$ cat config.mk
export PLATFORM = sky130hd
export DESIGN_NAME = ici_divide
export DESIGN_NICKNAME = d
export VERILOG_FILES = /design/src/rtl/ici_pkg.sv /design/src/rtl/ici_divide.sv
export SDC_FILE = /design/constraint.sdc
export NUM_CORES = 2
export LEC_CHECK = 0
export BUFFER_PORTS_ARGS = -buffer_cell sky130_fd_sc_hd__buf_4
export CAP_MARGIN = 0
export CORE_UTILIZATION = 60
export CTS_BUF_LIST = sky130_fd_sc_hd__clkbuf_4 sky130_fd_sc_hd__clkbuf_8
export CTS_CLUSTER_DIAMETER = 100
export DETAILED_ROUTE_END_ITERATION = 10
export HOLD_SLACK_MARGIN = 0.06
export PLACE_DENSITY = 0.78
export SLEW_MARGIN = 5
export SYNTH_ARGS = -nofsm -noshare
export SYNTH_HDL_FRONTEND = slang
export SYNTH_SLANG_ARGS = --single-unit
$ cat constraint.sdc
create_clock -name clock -period 8.5 [get_ports clock]
set_clock_uncertainty 0.2 [all_clocks]
set_input_delay 0.425 -clock clock [delete_from_list [all_inputs] [get_ports clock]]
set_output_delay 0.425 -clock clock [all_outputs]
set_load 0.02 [all_outputs]
$ cat src/rtl/ici_pkg.sv
// ici_pkg: shared types, constants and calibration tables for the
// inverse calibration interpolator. No dependencies.
package ici_pkg;

   localparam int POINTS    = 11;
   localparam int SEGS      = POINTS - 1;
   localparam int FRAC_BITS = 8;
   localparam int TARGET_W  = 16;
   localparam int VOLT_W    = 12;
   localparam int REQ_DATA_W = ((TARGET_W + 7) / 8) * 8;
   localparam int RSP_DATA_W = ((VOLT_W + 7) / 8) * 8;
   localparam int RPM_SCALE = 10000;
   localparam int VOLT_BASE = 2;
   localparam int ROM_W     = 18;
   localparam int T_W       = 30;
   localparam int PT_W      = $clog2(POINTS);
   localparam int SEG_W     = (SEGS > 1) ? $clog2(SEGS) : 1;
   localparam int N_W       = ROM_W + FRAC_BITS + 2;
   localparam int D_W       = ROM_W + 1;
   localparam int RECIP_S   = N_W;
   localparam int Q_W       = FRAC_BITS + 1;

   localparam logic [T_W-1:0] RPM_SCALE_T = T_W'(RPM_SCALE);

   typedef enum logic [1:0] {
      KIND_BELOW,
      KIND_ABOVE,
      KIND_INTERP,
      KIND_NONE
   } kind_type;

   typedef struct packed {
      logic [T_W-1:0]  t;
      logic [SEGS-1:0] hit;
      logic            below;
      logic            above;
   } cmp_type;

   typedef struct packed {
      logic [N_W-1:0]     num;
      logic [D_W-1:0]     den;
      logic [RECIP_S-1:0] recip;
      logic [VOLT_W-1:0]  base;
      kind_type           kind;
   } div_type;

   typedef struct packed {
      logic [Q_W-1:0]    q;
      logic [VOLT_W-1:0] base;
      kind_type          kind;
   } res_type;

   // speed entries in 1/10000 rpm, entry i belongs to VOLT_BASE + i volts
   function automatic logic [ROM_W-1:0] rpm_rom(input logic [PT_W-1:0] idx);
      logic [ROM_W-1:0] r;
      case (idx)
         0:       r = ROM_W'(27100);
         1:       r = ROM_W'(48125);
         2:       r = ROM_W'(70950);
         3:       r = ROM_W'(102725);
         4:       r = ROM_W'(128750);
         5:       r = ROM_W'(149250);
         6:       r = ROM_W'(177275);
         7:       r = ROM_W'(213075);
         8:       r = ROM_W'(235475);
         9:       r = ROM_W'(260750);
         10:      r = ROM_W'(260250);
         default: r = '0;
      endcase
      return r;
   endfunction

   // floor(2^RECIP_S / (2 * segment width))
   function automatic logic [RECIP_S-1:0] seg_recip(input logic [SEG_W-1:0] s);
      logic [RECIP_S-1:0] r;
      case (s)
         0:       r = RECIP_S'(6383);
         1:       r = RECIP_S'(5880);
         2:       r = RECIP_S'(4224);
         3:       r = RECIP_S'(5157);
         4:       r = RECIP_S'(6547);
         5:       r = RECIP_S'(4789);
         6:       r = RECIP_S'(3749);
         7:       r = RECIP_S'(5991);
         8:       r = RECIP_S'(5310);
         9:       r = RECIP_S'(268435);
         default: r = '0;
      endcase
      return r;
   endfunction

   function automatic logic [ROM_W-1:0] rom_max();
      logic [ROM_W-1:0] m;
      m = rpm_rom(PT_W'(0));
      for (int i = 1; i < POINTS; i++) begin
         if (rpm_rom(PT_W'(i)) > m) begin
            m = rpm_rom(PT_W'(i));
         end
      end
      return m;
   endfunction

   localparam logic [ROM_W-1:0] RMAX = rom_max();

   function automatic logic [T_W-1:0] scaled(input logic [ROM_W-1:0] x);
      return T_W'(x) << FRAC_BITS;
   endfunction

   function automatic logic [ROM_W-1:0] seg_r0(input logic [SEG_W-1:0] s);
      return rpm_rom(PT_W'(s));
   endfunction

   function automatic logic [ROM_W-1:0] seg_r1(input logic [SEG_W-1:0] s);
      return rpm_rom(PT_W'(s) + PT_W'(1));
   endfunction

   function automatic logic seg_rising(input logic [SEG_W-1:0] s);
      return seg_r1(s) >= seg_r0(s);
   endfunction

   function automatic logic [ROM_W-1:0] seg_lo(input logic [SEG_W-1:0] s);
      return seg_rising(s) ? seg_r0(s) : seg_r1(s);
   endfunction

   function automatic logic [ROM_W-1:0] seg_hi(input logic [SEG_W-1:0] s);
      return seg_rising(s) ? seg_r1(s) : seg_r0(s);
   endfunction

   function automatic logic [ROM_W-1:0] seg_w(input logic [SEG_W-1:0] s);
      return seg_hi(s) - seg_lo(s);
   endfunction

   // rising: 2*r0s - w, falling: 2*r0s + w, so that num = 2d + w in one add
   function automatic logic [T_W:0] seg_bias(input logic [SEG_W-1:0] s);
      logic [T_W:0] b;
      b = (T_W + 1)'(scaled(seg_r0(s))) << 1;
      if (seg_rising(s)) begin
         b = b - (T_W + 1)'(seg_w(s));
      end else begin
         b = b + (T_W + 1)'(seg_w(s));
      end
      return b;
   endfunction

   function automatic logic [VOLT_W-1:0] volt_of(input logic [PT_W-1:0] idx);
      return VOLT_W'((VOLT_BASE + int'(idx)) << FRAC_BITS);
   endfunction

   localparam logic [VOLT_W-1:0] VMIN = volt_of(PT_W'(0));
   localparam logic [VOLT_W-1:0] VMAX = volt_of(PT_W'(POINTS - 1));

endpackage

$ cat src/rtl/ici_divide.sv
// ici_divide: rounded quotient by reciprocal multiply, back-multiply and
// one correction step over three stages. Depends on ici_pkg.
module ici_divide (
   input  logic             clock,
   input  logic             reset,
   input  logic             in_valid,
   output logic             in_ready,
   input  ici_pkg::div_type in_data,
   output logic             out_valid,
   input  logic             out_ready,
   output ici_pkg::res_type out_data
);
   import ici_pkg::*;

   logic [N_W+RECIP_S-1:0] prod;
   logic                   c1_valid_ff;
   logic [Q_W-1:0]         c1_qa_ff;
   div_type                c1_data_ff;
   logic                   c2_valid_ff;
   logic [Q_W-1:0]         c2_qa_ff;
   logic [N_W-1:0]         c2_qd_ff;
   logic [N_W-1:0]         c2_qd_in;
   div_type                c2_data_ff;
   logic [N_W-1:0]         rem;
   logic                   c3_valid_ff;
   res_type                c3_data_ff;
   res_type                c3_data_in;
   logic                   c1_ready;
   logic                   c2_ready;
   logic                   c3_ready;

   assign c3_ready = !c3_valid_ff || out_ready;
   assign c2_ready = !c2_valid_ff || c3_ready;
   assign c1_ready = !c1_valid_ff || c2_ready;
   assign in_ready = c1_ready;

   assign prod     = (N_W + RECIP_S)'(in_data.num) * (N_W + RECIP_S)'(in_data.recip);
   assign c2_qd_in = N_W'(N_W'(c1_qa_ff) * N_W'(c1_data_ff.den));
   assign rem      = c2_data_ff.num - c2_qd_ff;

   // estimate is low by at most one
   always_comb begin
      c3_data_in.q    = c2_qa_ff + Q_W'(N_W'(rem) >= N_W'(c2_data_ff.den));
      c3_data_in.base = c2_data_ff.base;
      c3_data_in.kind = c2_data_ff.kind;
   end

   always_ff @(posedge clock) begin
      if (reset) begin
         c1_valid_ff <= 1'b0;
         c2_valid_ff <= 1'b0;
         c3_valid_ff <= 1'b0;
      end else begin
         if (c1_ready) begin
            c1_valid_ff <= in_valid;
         end
         if (c2_ready) begin
            c2_valid_ff <= c1_valid_ff;
         end
         if (c3_ready) begin
            c3_valid_ff <= c2_valid_ff;
         end
      end
   end

   always_ff @(posedge clock) begin
      if (c1_ready) begin
         c1_qa_ff   <= prod[RECIP_S +: Q_W];
         c1_data_ff <= in_data;
      end
      if (c2_ready) begin
         c2_qa_ff   <= c1_qa_ff;
         c2_qd_ff   <= c2_qd_in;
         c2_data_ff <= c1_data_ff;
      end
      if (c3_ready) begin
         c3_data_ff <= c3_data_in;
      end
   end

   assign out_valid = c3_valid_ff;
   assign out_data  = c3_data_ff;

   a_quot_estimate: assert property (@(posedge clock) disable iff (reset)
      c2_valid_ff && (c2_data_ff.kind == KIND_INTERP)
      |-> (c2_qd_ff <= c2_data_ff.num)
          && ((N_W + 1)'(rem) < (N_W + 1)'({c2_data_ff.den, 1'b0})))
      else $error("quotient estimate off by more than one");

endmodule
==> metrics.cfg <==
[synthesis]
synth_top_area_share_pct=40.0
synth-seq-cells=194
synth_common_cells=822 x inv_1, 626 x fa_1, 425 x and2_1
synth_area_leaders=fa_1 40%, edfxtp_1 18%, inv_1 9.8%
async_flop_share_pct=0
synth_warnings=0
synth_nets=4130
synth.most_common_cell=inv_1
yosys.area.top_type=fa_1
netlist_area_mm2=0.0314
yosysUniqueCellTypes=59
synth_edf_count=191
syn_avg_cell_area_um2=9.84
synth-seq-area-share_pct=18.5
synth_flop_cell=edfxtp_1
synthCells=3189

[routing]
postRouteAntennaNets=0
drt_iter0_markers=1260
routed_wl_um=75800
routedWlPerCell_um=19.3
drcViolationCount=0
viasPerCell=5.48
firstDrtPassIters=5
vias=21515

[clock_tree]
cts.path.max_buffers=2
clk_latency_ns=0.50
cts_tree=yes
cts_root_buffer=clkbuf_8
cts_sinks=194
clk_pin_slew_worst_paths_ns=0.11
cts_inserted_buffers=17
post_cts_buffers=0
htree_levels=4

[place]
io_buffer_count=117
place.gp.congestion=0.989
place_hpwl_um=58700

[final_layout]
num-nets-final=4173
drive_above_1_share_pct=5.05
n_fill_cell=4075
syn2layout_area_growth_pct=6.52

[setup_path]
path_class=input pin to flip-flop
crit_chain=dlygate4sd3_1 > buf_4 > and2_1 > fa_1 > fa_1 > fa_1 > inv_1 > fa_1 > inv_1 > fa_1 > fa_1 > inv_1 > fa_1 > inv_1 > ha_1 > a2111oi_4 > o211ai_1 > a221oi_2 > o211ai_2 > a2111o_1 > a31oi_1 > xnor2_1
startpoint_type=input pin
end_kind=flip-flop
worstPathArrival_ns=7.46
rr_startpoint=c1_qa_ff[0]
cp_slowest_stage_delay_ns=0.59
crit_family=adder cells
crit_top_cell=fa_1
cp_max_fo=12
slowest_stage=a221oi_2
rrSetupSlack_ns=2.43
crit_required_ns=8.53
startpoint=in_data[87]
worst-path-buf-inv=6

[timing]
max_freq_mhz=135
setup_tns_ns=0
finalHoldViolations=0
fin_crit_sh_pct=87.3
setup_viol=0
final-max-slew-violation-count=0
slew-limit-headroom_pct=28.5
tightest_slew_ns=1.07
rsz0062_at_grt=false
timing.final.crit_period_ns=7.42

[floorplan]
die_h_um=231
num_rows=83
ios=118
die-area_mm2=0.0532
coreArea_mm2=0.0515
start_util_pct=60.9
die_width_um=231

[global_routing]
grt-busiest-layer=met2
grt_max_degree=54
grt_pass1_wl_um=124000
gr-total-overflow=0
antenna_found_initial=2
use_met3_pct=3.21
first_global_vias=24319
use_met2_pct=54.0
grt_usage_pct=30.3
met1_usage_pct=35.9

[job]
maxCapViolCount=0

[hold_path]
min_from=in_data[84]
hold_class=input pin to flip-flop

[outcome]
status=finished, final reports clean

-- cells in the final DEF (no fill, tap or decap), types with 4 or more instances in the layout --
cell type | Yosys | final
a211oi_1 | 4 | 4
a21o_1 | 12 | 12
a21oi_1 | 56 | 56
and2_1 | 425 | 425
buf_4 | 0 | 120
clkbuf_8 | 0 | 17
dlygate4sd3_1 | 0 | 39
edfxtp_1 | 191 | 191
fa_1 | 626 | 626
ha_1 | 222 | 222
inv_1 | 822 | 821
inv_6 | 0 | 5
nand2_1 | 397 | 396
nand2b_1 | 7 | 7
nand3_1 | 19 | 19
nand4_1 | 12 | 12
nor2_1 | 39 | 39
nor2b_1 | 13 | 13
nor3_1 | 7 | 7
o2111ai_1 | 5 | 5
o211ai_1 | 8 | 8
o21a_1 | 7 | 7
o21ai_0 | 20 | 20
o21ai_1 | 9 | 9
o21bai_1 | 8 | 8
xnor2_1 | 70 | 70
xor2_1 | 26 | 26
-- worst paths after layout --
kind | end | depth (start not counted)
worst max-delay path | c1_qa_ff[8] | 22
worst min-delay path | c1_data_ff[84] | 1
worst max register to register | c2_qd_ff[27] | 18
worst min register to register | c2_data_ff[76] | 0
-- worst reg2reg max path, delay by kind of cell, from the launching register on --
family                   cells  cell delay (ns)
AO/OA/AOI/OAI                5             1.14
XOR/XNOR                     1             0.09
adder cells (fa/ha/maj)      5             2.29
buffers and inverters        3             0.15
flip-flops                   1             0.93
AND/OR/NAND/NOR              4             1.05
-- layer usage --
layer | vias to the layer above | part of all wire, %
li1 | 9450 | -
met1 | 11067 | 37
met2 | 780 | 52
met3 | 218 | 5.4
met4 | 0 | 5.8
met5 | - | 0
-- per-stage QoR --
| step | util (%) | setup WS [ns] | hold WS (ns) | cell area [um^2] | instances |
|---|---|---|---|---|---|
| 2_1_floorplan | - | 1.49 | 0.200 | 31400 | 3189 |
| 3_3_place_gp | 63.3 | 1.00 | 0.200 | 32600 | 3854 |
| 3_5_place_dp | 63.3 | 0.929 | 0.205 | 32600 | 3854 |
| 4_1_cts | 64.8 | 1.16 | 0.0639 | 33400 | 3925 |
| 5_1_grt | 64.9 | 0.930 | 0.0712 | 33400 | 3926 |
| 6_report | 64.9 | 1.08 | 0.103 | 33400 | 3928 |
-- repair_timing --
action	4_1_cts	5_1_grt
hold buffers	39	0
endpoints found under the hold margin	39	0
gates resized for setup	0	0
-- area by class of cell --
| class | count | area [um^2] | share of cell area (%) |
|---|---|---|---|
| multi-input cells | 2038 | 22000 | 65.8 |
| flip-flops and latches | 194 | 5800 | 17.3 |
| clock buffers | 18 | 241 | 0.723 |
| repair buffers | 159 | 1290 | 3.86 |
| well taps | 680 | 851 | 2.55 |
| clock inverters | 14 | 166 | 0.498 |
| inverters | 822 | 3090 | 9.24 |
| diodes | 3 | 7.51 | 0.0225 |
-- logic make-up (layout without fill, tap and decap cells) --
logic type,Yosys count,after routing,synth area share (%)
AO/OA/AOI/OAI,157,157,3.35
XOR/XNOR,96,96,2.68
adder cells (fa/ha/maj),848,848,48.8
buffers and inverters,957,1013,11.5
flip-flops,194,194,18.5
multiplexers,1,1,0.0319
other,0,3,0
AND/OR/NAND/NOR,936,936,15.1
-- flip-flops by register name, indices dropped and copies added, names as in the netlist --
name	cells
c2_qd_ff	28
c2_data_ff	61
c1_data_ff	61
out_data	23
c2_valid_ff	1
out_valid	1
c2_qa_ff	9
c1_qa_ff	9
c1_valid_ff	1
Power is not shown: default switching activity piles up to over one toggle a cycle in this logic, so the estimate is an artifact.
