`src/rtl/ici_pkg.sv`:
```
// ici_pkg: shared types, constants and calibration tables for the
// inverse calibration interpolator. No dependencies.
package ici_pkg;

   localparam int POINTS    = 11;
   localparam int SEGS      = POINTS - 1;
   localparam int FRAC_BITS = 8;
   localparam int TARGET_W  = 16;
   localparam int VOLT_W    = 12;
   localparam int REQ_DATA_W = ((TARGET_W + 7) / 8) * 8;
   localparam int RSP_DATA_W = ((VOLT_W + 7) / 8) * 8;
   localparam int RPM_SCALE = 10000;
   localparam int VOLT_BASE = 2;
   localparam int ROM_W     = 18;
   localparam int T_W       = 30;
   localparam int PT_W      = $clog2(POINTS);
   localparam int SEG_W     = (SEGS > 1) ? $clog2(SEGS) : 1;
   localparam int N_W       = ROM_W + FRAC_BITS + 2;
   localparam int D_W       = ROM_W + 1;
   localparam int RECIP_S   = N_W;
   localparam int Q_W       = FRAC_BITS + 1;

   localparam logic [T_W-1:0] RPM_SCALE_T = T_W'(RPM_SCALE);

   typedef enum logic [1:0] {
      KIND_BELOW,
      KIND_ABOVE,
      KIND_INTERP,
      KIND_NONE
   } kind_type;

   typedef struct packed {
      logic [T_W-1:0]  t;
      logic [SEGS-1:0] hit;
      logic            below;
      logic            above;
   } cmp_type;

   typedef struct packed {
      logic [N_W-1:0]     num;
      logic [D_W-1:0]     den;
      logic [RECIP_S-1:0] recip;
      logic [VOLT_W-1:0]  base;
      kind_type           kind;
   } div_type;

   typedef struct packed {
      logic [Q_W-1:0]    q;
      logic [VOLT_W-1:0] base;
      kind_type          kind;
   } res_type;

   // speed entries in 1/10000 rpm, entry i belongs to VOLT_BASE + i volts
   function automatic logic [ROM_W-1:0] rpm_rom(input logic [PT_W-1:0] idx);
      logic [ROM_W-1:0] r;
      case (idx)
         0:       r = ROM_W'(27100);
         1:       r = ROM_W'(48125);
         2:       r = ROM_W'(70950);
         3:       r = ROM_W'(102725);
         4:       r = ROM_W'(128750);
         5:       r = ROM_W'(149250);
         6:       r = ROM_W'(177275);
         7:       r = ROM_W'(213075);
         8:       r = ROM_W'(235475);
         9:       r = ROM_W'(260750);
         10:      r = ROM_W'(260250);
         default: r = '0;
      endcase
      return r;
   endfunction

   // floor(2^RECIP_S / (2 * segment width))
   function automatic logic [RECIP_S-1:0] seg_recip(input logic [SEG_W-1:0] s);
      logic [RECIP_S-1:0] r;
      case (s)
         0:       r = RECIP_S'(6383);
         1:       r = RECIP_S'(5880);
         2:       r = RECIP_S'(4224);
         3:       r = RECIP_S'(5157);
         4:       r = RECIP_S'(6547);
         5:       r = RECIP_S'(4789);
         6:       r = RECIP_S'(3749);
         7:       r = RECIP_S'(5991);
         8:       r = RECIP_S'(5310);
         9:       r = RECIP_S'(268435);
         default: r = '0;
      endcase
      return r;
   endfunction

   function automatic logic [ROM_W-1:0] rom_max();
      logic [ROM_W-1:0] m;
      m = rpm_rom(PT_W'(0));
      for (int i = 1; i < POINTS; i++) begin
         if (rpm_rom(PT_W'(i)) > m) begin
            m = rpm_rom(PT_W'(i));
         end
      end
      return m;
   endfunction

   localparam logic [ROM_W-1:0] RMAX = rom_max();

   function automatic logic [T_W-1:0] scaled(input logic [ROM_W-1:0] x);
      return T_W'(x) << FRAC_BITS;
   endfunction

   function automatic logic [ROM_W-1:0] seg_r0(input logic [SEG_W-1:0] s);
      return rpm_rom(PT_W'(s));
   endfunction

   function automatic logic [ROM_W-1:0] seg_r1(input logic [SEG_W-1:0] s);
      return rpm_rom(PT_W'(s) + PT_W'(1));
   endfunction

   function automatic logic seg_rising(input logic [SEG_W-1:0] s);
      return seg_r1(s) >= seg_r0(s);
   endfunction

   function automatic logic [ROM_W-1:0] seg_lo(input logic [SEG_W-1:0] s);
      return seg_rising(s) ? seg_r0(s) : seg_r1(s);
   endfunction

   function automatic logic [ROM_W-1:0] seg_hi(input logic [SEG_W-1:0] s);
      return seg_rising(s) ? seg_r1(s) : seg_r0(s);
   endfunction

   function automatic logic [ROM_W-1:0] seg_w(input logic [SEG_W-1:0] s);
      return seg_hi(s) - seg_lo(s);
   endfunction

   // rising: 2*r0s - w, falling: 2*r0s + w, so that num = 2d + w in one add
   function automatic logic [T_W:0] seg_bias(input logic [SEG_W-1:0] s);
      logic [T_W:0] b;
      b = (T_W + 1)'(scaled(seg_r0(s))) << 1;
      if (seg_rising(s)) begin
         b = b - (T_W + 1)'(seg_w(s));
      end else begin
         b = b + (T_W + 1)'(seg_w(s));
      end
      return b;
   endfunction

   function automatic logic [VOLT_W-1:0] volt_of(input logic [PT_W-1:0] idx);
      return VOLT_W'((VOLT_BASE + int'(idx)) << FRAC_BITS);
   endfunction

   localparam logic [VOLT_W-1:0] VMIN = volt_of(PT_W'(0));
   localparam logic [VOLT_W-1:0] VMAX = volt_of(PT_W'(POINTS - 1));

endpackage

```
`src/rtl/ici_scale_cmp.sv`:
```
// ici_scale_cmp: scales the target speed and compares it against all
// calibration entries in parallel. Depends on ici_pkg.
module ici_scale_cmp (
   input  logic                           clock,
   input  logic                           reset,
   input  logic                           in_valid,
   output logic                           in_ready,
   input  logic [ici_pkg::TARGET_W-1:0]   in_target,
   output logic                           out_valid,
   input  logic                           out_ready,
   output ici_pkg::cmp_type               out_data
);
   import ici_pkg::*;

   logic           s1_valid_ff;
   logic [T_W-1:0] s1_t_ff;
   logic [T_W-1:0] s1_t_in;
   logic           s2_valid_ff;
   cmp_type        s2_data_ff;
   cmp_type        s2_data_in;
   logic           s1_ready;
   logic           s2_ready;

   assign s2_ready = !s2_valid_ff || out_ready;
   assign s1_ready = !s1_valid_ff || s2_ready;
   assign in_ready = s1_ready;

   assign s1_t_in = T_W'(in_target) * RPM_SCALE_T;

   always_comb begin
      s2_data_in.t     = s1_t_ff;
      s2_data_in.below = s1_t_ff <= scaled(rpm_rom(PT_W'(0)));
      s2_data_in.above = s1_t_ff >= scaled(RMAX);
      for (int i = 0; i < SEGS; i++) begin
         s2_data_in.hit[i] = (seg_hi(SEG_W'(i)) > seg_lo(SEG_W'(i)))
                             && (s1_t_ff >= scaled(seg_lo(SEG_W'(i))))
                             && (s1_t_ff <= scaled(seg_hi(SEG_W'(i))));
      end
   end

   always_ff @(posedge clock) begin
      if (reset) begin
         s1_valid_ff <= 1'b0;
         s2_valid_ff <= 1'b0;
      end else begin
         if (s1_ready) begin
            s1_valid_ff <= in_valid;
         end
         if (s2_ready) begin
            s2_valid_ff <= s1_valid_ff;
         end
      end
   end

   always_ff @(posedge clock) begin
      if (s1_ready) begin
         s1_t_ff <= s1_t_in;
      end
      if (s2_ready) begin
         s2_data_ff <= s2_data_in;
      end
   end

   assign out_valid = s2_valid_ff;
   assign out_data  = s2_data_ff;

endmodule

```
`config.mk`:
```
export PLATFORM = sky130hd
export DESIGN_NAME = ici_scale_cmp
export DESIGN_NICKNAME = d
export VERILOG_FILES = /design/src/rtl/ici_pkg.sv /design/src/rtl/ici_scale_cmp.sv
export SDC_FILE = /design/constraint.sdc
export NUM_CORES = 1
export LEC_CHECK = 0
export BUFFER_PORTS_ARGS = -buffer_cell sky130_fd_sc_hd__buf_2
export CORE_MARGIN = 4
export CORE_UTILIZATION = 41
export CTS_BUF_LIST = sky130_fd_sc_hd__clkbuf_8 sky130_fd_sc_hd__clkbuf_16
export DETAILED_ROUTE_END_ITERATION = 10
export SETUP_SLACK_MARGIN = 0.1
export SYNTH_ARGS = -nofsm -noshare
export SYNTH_HDL_FRONTEND = slang
export SYNTH_SLANG_ARGS = --single-unit
```
`constraint.sdc`:
```
create_clock -name clock -period 6.05 [get_ports clock]
set_input_delay 0.3025 -clock clock [delete_from_list [all_inputs] [get_ports clock]]
set_output_delay 0.3025 -clock clock [all_outputs]
set_load 0.05 [all_outputs]
```
==> flow_summary.ini, run 1 <==
[critical_path]
crit_family = adder cells
r2r-start = s1_t_ff[18]$_DFFE_PP_
cpMostUsedCell = inv_1
worst_ep_arrival_time_ns = 4.49
path_class = in2reg
crit_chain = buf_2 > inv_1 > fa_1 > inv_1 > ha_1 > fa_1 > ha_1 > inv_1 > fa_1 > inv_1 > ha_1 > a21oi_1 > o21ai_0 > a31oi_2 > nand2b_4 > or4_1 > and4_1
worstSetupEndpoint = s1_t_ff[27]$_DFFE_PP_
crit_buf_inv = 5
cp-start-kind = input port
required_ns = 6.13
crit_path_max_fanout = 8
reg2reg_depth = 6
critical_path_depth = 17
cp_slowest_cell = fa_1
critPathMaxStageDelay_ns = 0.54
timing.rr.end = out_data[4]$_DFFE_PP_
startpoint = in_target[8]
rrSetupSlack_ns = 3.72
end_kind = flop

[drt]
routed_via_density = 5.20
drc = 0
drt-initial-drc-count = 251
wl_met1_um = 5240
wl_per_cell_um = 15.1
wl_met2_um = 5700
finalWirelength_um = 11700
routed-wl-met3_um = 485
ant_nets = 0
dr.pass1.iters = 4
top_layer = met4
dr_total_vias = 4024

[layout]
stdcell_count = 774
fill_cells = 1253
drive_gt1_share_pct = 13.5
area_growth_pct = 13.1
layout.nets = 718
antenna_cells = 0
seqCellArea_um2 = 1960
multi_input_area_um2 = 3090

[logic_synthesis]
synth_edf_count = 64
synth_flop_cell = edfxtp_1
ys_seq_elements = 66
synth-async-reset-ratio_pct = 0
syn_area_um2 = 5530
syn_inst = 540
synthTopCellsByArea = edfxtp_1 35%, ha_1 16%, fa_1 13%
synth_top_area_share_pct = 34.7
synth_warnings = 0
yosysTopAreaCell = edfxtp_1
ys_seq_area_share_pct = 35.5
synth.distinct_cells = 55
avgSynthCellArea_um2 = 10.2

[run_status]
status = finished, final reports clean

[cts]
cts_buffers = 9
htreeDepth = 3
cts_tree = yes
cts_resized = 0
clock_latency_ns = 0.33
clock_path_buffers = 2
post_cts_buffers = 0
clk_pin_slew_ns = 0.05
clkSinkCount = 66
cts-root-buf = clkbuf_16
ctsHoldBuffers = 0

[power]
p_comb_share_pct = 54.2
power_leakage_uw = 0.00295
power_density_nw_per_um2 = 530
p_sw_share_pct = 47.5
seqPwrFrac_pct = 30.7
p_int_uw = 1740
ir_worst_vdd_mv = 0.214
clkPwrFrac_pct = 15.1
p_sw_uw = 1570

[die]
start_util_pct = 41.8
die_h_um = 124
fp-row-count = 42
fp.dieW_um = 124
core_area_um2 = 13200
die_area_um2 = 15400
io-pin-count = 64

[global_routing]
antenna_found_initial = 0
grt_max_degree = 39
grt_overflow = 0
grt_pass1_vias = 3862
grt_pass1_wl_um = 19100
grt_usage_pct = 15.9

[placement]
gp_congestion = 0.948
placed_cells = 758
portBuffers = 59
hpwlAfterDp_um = 9500

[sta]
rsz0062_at_grt = no
max_freq_mhz = 227
period_minus_slack_ns = 4.41
drv_slew = 0
post-route-period-util_pct = 72.9
fin_skew_ns = 0.00824
hold_viol = 0
worst_slew_pin_slew_ns = 0.736
tns_ns = 0
maxSlewHeadroom_pct = 50.3
setup_violations = 0

[run]
cap_violations = 0

[min_path]
hold_path.class = in2reg
cells by family after synthesis:
| logic type | Yosys count | synth area share [%] |
|---|---|---|
| other | 1 | 0.0678 |
| DFF | 66 | 35.5 |
| and+or+nand+nor | 130 | 12.5 |
| xor gates and xnor gates | 17 | 2.69 |
| buffers and inverters | 122 | 8.84 |
| adders and majority gates | 105 | 28.5 |
| AOI/OAI and AO/OA | 99 | 12.0 |
metrics by stage:
| stage | setup WS, ns | hold slack, ns | area [um^2] | total power, uW | util (%) |
|---|---|---|---|---|---|
| after CTS | 1.64 | 0.132 | 6260 | 3340 | 47.3 |
| final | 1.64 | 0.150 | 6260 | 3310 | 47.3 |
| after global placement | 1.34 | 0.456 | 5960 | 2820 | 45.0 |
| after detailed placement | 1.30 | 0.457 | 5960 | 2820 | 45.0 |
| after global routing | 1.36 | 0.139 | 6260 | 3590 | 47.3 |
| after floorplan | 1.69 | 0.375 | 5550 | 2400 | - |
sequential cells by signal, indices dropped and copies added, names as in the netlist:
signal,cells
s1_valid_ff,1
s1_t_ff,26
out_data,38
out_valid,1
worst min-delay path by stage:
stage / startpoint / cells past startpoint / slack [ns] / endpoint
after floorplan: reset / 1 / 0.37 / out_valid$_SDFFE_PP0P_
after global placement: s1_t_ff[4]$_DFFE_PP_ / 0 / 0.46 / out_data[16]$_DFFE_PP_
after detailed placement: s1_t_ff[7]$_DFFE_PP_ / 0 / 0.46 / out_data[19]$_DFFE_PP_
after CTS: reset / 2 / 0.13 / out_valid$_SDFFE_PP0P_
after global routing: reset / 2 / 0.14 / out_valid$_SDFFE_PP0P_
final: reset / 2 / 0.15 / out_valid$_SDFFE_PP0P_
power groups by stage:
stage	combinational, uW	clock (uW)	sequential, uW
final	1800	501	1020
after global routing	2010	537	1040
after CTS	1810	516	1010
after detailed placement	1800	0	1020
after global placement	1790	0	1030
after floorplan	1210	0	1190
Yosys cell counts (2+ instances only):
cell	instances
edfxtp_1	64
o21ai_1	3
ha_1	70
o211a_1	2
a41oi_1	2
or4_1	5
inv_1	100
o21a_1	5
dfxtp_1	2
o21ai_0	16
a211o_1	2
a21boi_0	4
nor2_1	27
xnor2_1	12
a21boi_1	2
fa_1	35
a211oi_1	5
a31oi_1	6
nor4_1	7
nor4_2	2
buf_4	6
clkbuf_1	9
o41ai_1	2
nand4_1	8
or3_1	3
nand3b_1	3
nand2_1	23
nor2b_1	3
o211ai_1	3
a21o_1	13
a21oi_1	23
and2_1	5
nand2b_1	5
nand3_1	15
xor2_1	5
nor3_1	16
nand4b_1	3
buf_2	7
layer usage:
metal	up-vias	GRT usage (%)
li1	1998	-
met5	-	0
met3	17	2.63
met4	0	6.57
met1	1907	20.8
met2	102	26.3
cell type report:
type	count	share of cell area (%)
clock inverters	7	1.14
clock buffers	9	3.60
multi-input cells	355	49.4
well taps	176	3.52
inverters	100	6.00
repair buffers	61	4.96
flip-flops and latches	66	31.3
cells in the final DEF (no fill, tap or decap), types with 16 or more instances in the layout:
master and count:
inv_1 101, ha_1 70, edfxtp_1 64, buf_2 59
fa_1 35, nor2_1 27, nand2_1 23, a21oi_1 23
nor3_1 16, o21ai_0 16
Note: power is estimated with default switching activity, not from simulation.
==> inputs of run 2 (changes only) <==
- clock period: 6.05 -> 4.55 ns (I/O delays scaled with it)
==> flow_summary.ini, run 2 (synthesis results as in run 1) <==
[placement]
gp_congestion = 0.935
hpwlAfterDp_um = 9750
portBuffers = 59

[power]
p_int_uw = 2360
power_density_nw_per_um2 = 709
p_comb_share_pct = 56.3
clkPwrFrac_pct = 13.6
p_sw_uw = 2130
ir_worst_vdd_mv = 0.274
seqPwrFrac_pct = 30.1
p_sw_share_pct = 47.5
power_leakage_uw = 0.00299

[die]
fp-row-count = 42
start_util_pct = 41.8
core_area_um2 = 13200
fp.dieW_um = 124
io-pin-count = 64
die_area_um2 = 15400
die_h_um = 124

[sta]
rsz0062_at_grt = no
maxSlewHeadroom_pct = 56.2
worst_slew_pin_slew_ns = 0.651
setup_violations = 0
post-route-period-util_pct = 92.6
hold_viol = 0
max_freq_mhz = 237
holdWs_ns = 0.0640
drv_slew = 0
fin_skew_ns = 0.00728
period_minus_slack_ns = 4.21

[critical_path]
required_ns = 4.63
cp-start-kind = input port
path_class = in2reg
end_kind = flop
worst_ep_arrival_time_ns = 4.30
crit_path_max_fanout = 5

[layout]
antenna_cells = 0
final_common_cell = inv_1
layout.cells.most_common_list = 100 x inv_1, 70 x ha_1, 64 x edfxtp_1, 59 x buf_2, 35 x fa_1
largest_reg_flops = 38
area_growth_pct = 14.4
fin_util_pct = 47.8
fill_cells = 1276
layout.nets = 730
drive_gt1_share_pct = 15.4

[cts]
cts_resized = 0
ctsHoldBuffers = 0
clk_pin_slew_ns = 0.05
cts_buffers = 9
clkSinkCount = 66
post_cts_buffers = 0
htreeDepth = 3
cts-root-buf = clkbuf_16
clock_path_buffers = 2
cts_tree = yes
clock_latency_ns = 0.33

[global_routing]
grt_usage_pct = 16.5
grt_pass1_vias = 4008
grt_overflow = 0
grt_max_degree = 39
grt_pass1_wl_um = 19800
antenna_found_initial = 0

[drt]
dr.pass1.iters = 6
drc = 0
ant_nets = 0
dr_total_vias = 4095
routed_via_density = 5.21
wl_per_cell_um = 15.2
finalWirelength_um = 12000
drt-initial-drc-count = 245

[run_status]
status = finished, final reports clean

[run]
cap_violations = 0

[min_path]
hold_path.class = in2reg
[run 2: cell count changes in the layout (fill, tap and decap cells not counted), sizes merged]
cell,previous run,this run
inv,101,100
buf,61,73
clkinv,3,2
bufinv,1,0
clkinvlp,2,5
[run 2: power by group through the flow]
stage               Clock, uW  Combinational [uW]  Sequential, uW
finish                    612                2530            1350
global route              659                2830            1380
CTS                       628                2540            1340
detailed placement          0                2530            1350
global placement            0                2520            1360
floorplan                   0                1610            1580
[run 2: worst max-delay path, stage by stage]
cell	delay [ns]
buf_2	0.09
inv_1	0.10
fa_1	0.55
inv_1	0.05
ha_1	0.27
inv_1	0.06
fa_1	0.52
inv_1	0.04
ha_1	0.27
inv_1	0.05
fa_1	0.49
inv_1	0.04
ha_1	0.24
a211o_1	0.24
a31oi_1	0.22
nor3_1	0.09
nand2b_4	0.15
or4_1	0.39
and4_1	0.20
[run 2: layout make-up]
type	count	area [um^2]	share of cell area, %
Multi-Input combinational cell	355	3090	48.9
Sequential cell	66	1960	31.0
Timing Repair Buffer	73	400	6.33
Inverter	100	379	5.99
Clock buffer	9	225	3.56
Tap cell	176	220	3.48
Clock inverter	7	47.5	0.751
[run 2: stage by stage]
step | TNS (ns) | instance area, um^2 | total power, uW | std cells | setup WS [ns]
3_3_place_gp | 0 | 6050 | 3880 | 770 | 0.0855
4_1_cts | 0 | 6320 | 4520 | 786 | 0.346
5_1_grt | 0 | 6330 | 4870 | 786 | 0.114
6_report | 0 | 6330 | 4490 | 786 | 0.338
3_5_place_dp | -0.00765 | 6050 | 3880 | 770 | -0.00765
2_1_floorplan | 0 | 5550 | 3200 | 543 | 0.266
[run 2: metal layers]
metal  up-vias  GRT usage (%)  share of wire [%]
met5         -              0                  0
met4         0           7.26                3.0
met3        28           2.36                4.0
met2       108           27.1                 48
met1      1944           21.8                 45
li1       2015              -                  -
[run 2: worst paths after layout]
kind,start,to,slack (ns),cells after the start
hold reg to reg,s1_t_ff[7]$_DFFE_PP_,out_data[19]$_DFFE_PP_,0.47,0
hold / removal,reset,s1_valid_ff$_SDFFE_PP0P_,0.06,2
setup reg to reg,s1_t_ff[17]$_DFFE_PP_,out_data[4]$_DFFE_PP_,2.26,6
setup / recovery,in_target[4],s1_t_ff[27]$_DFFE_PP_,0.34,19
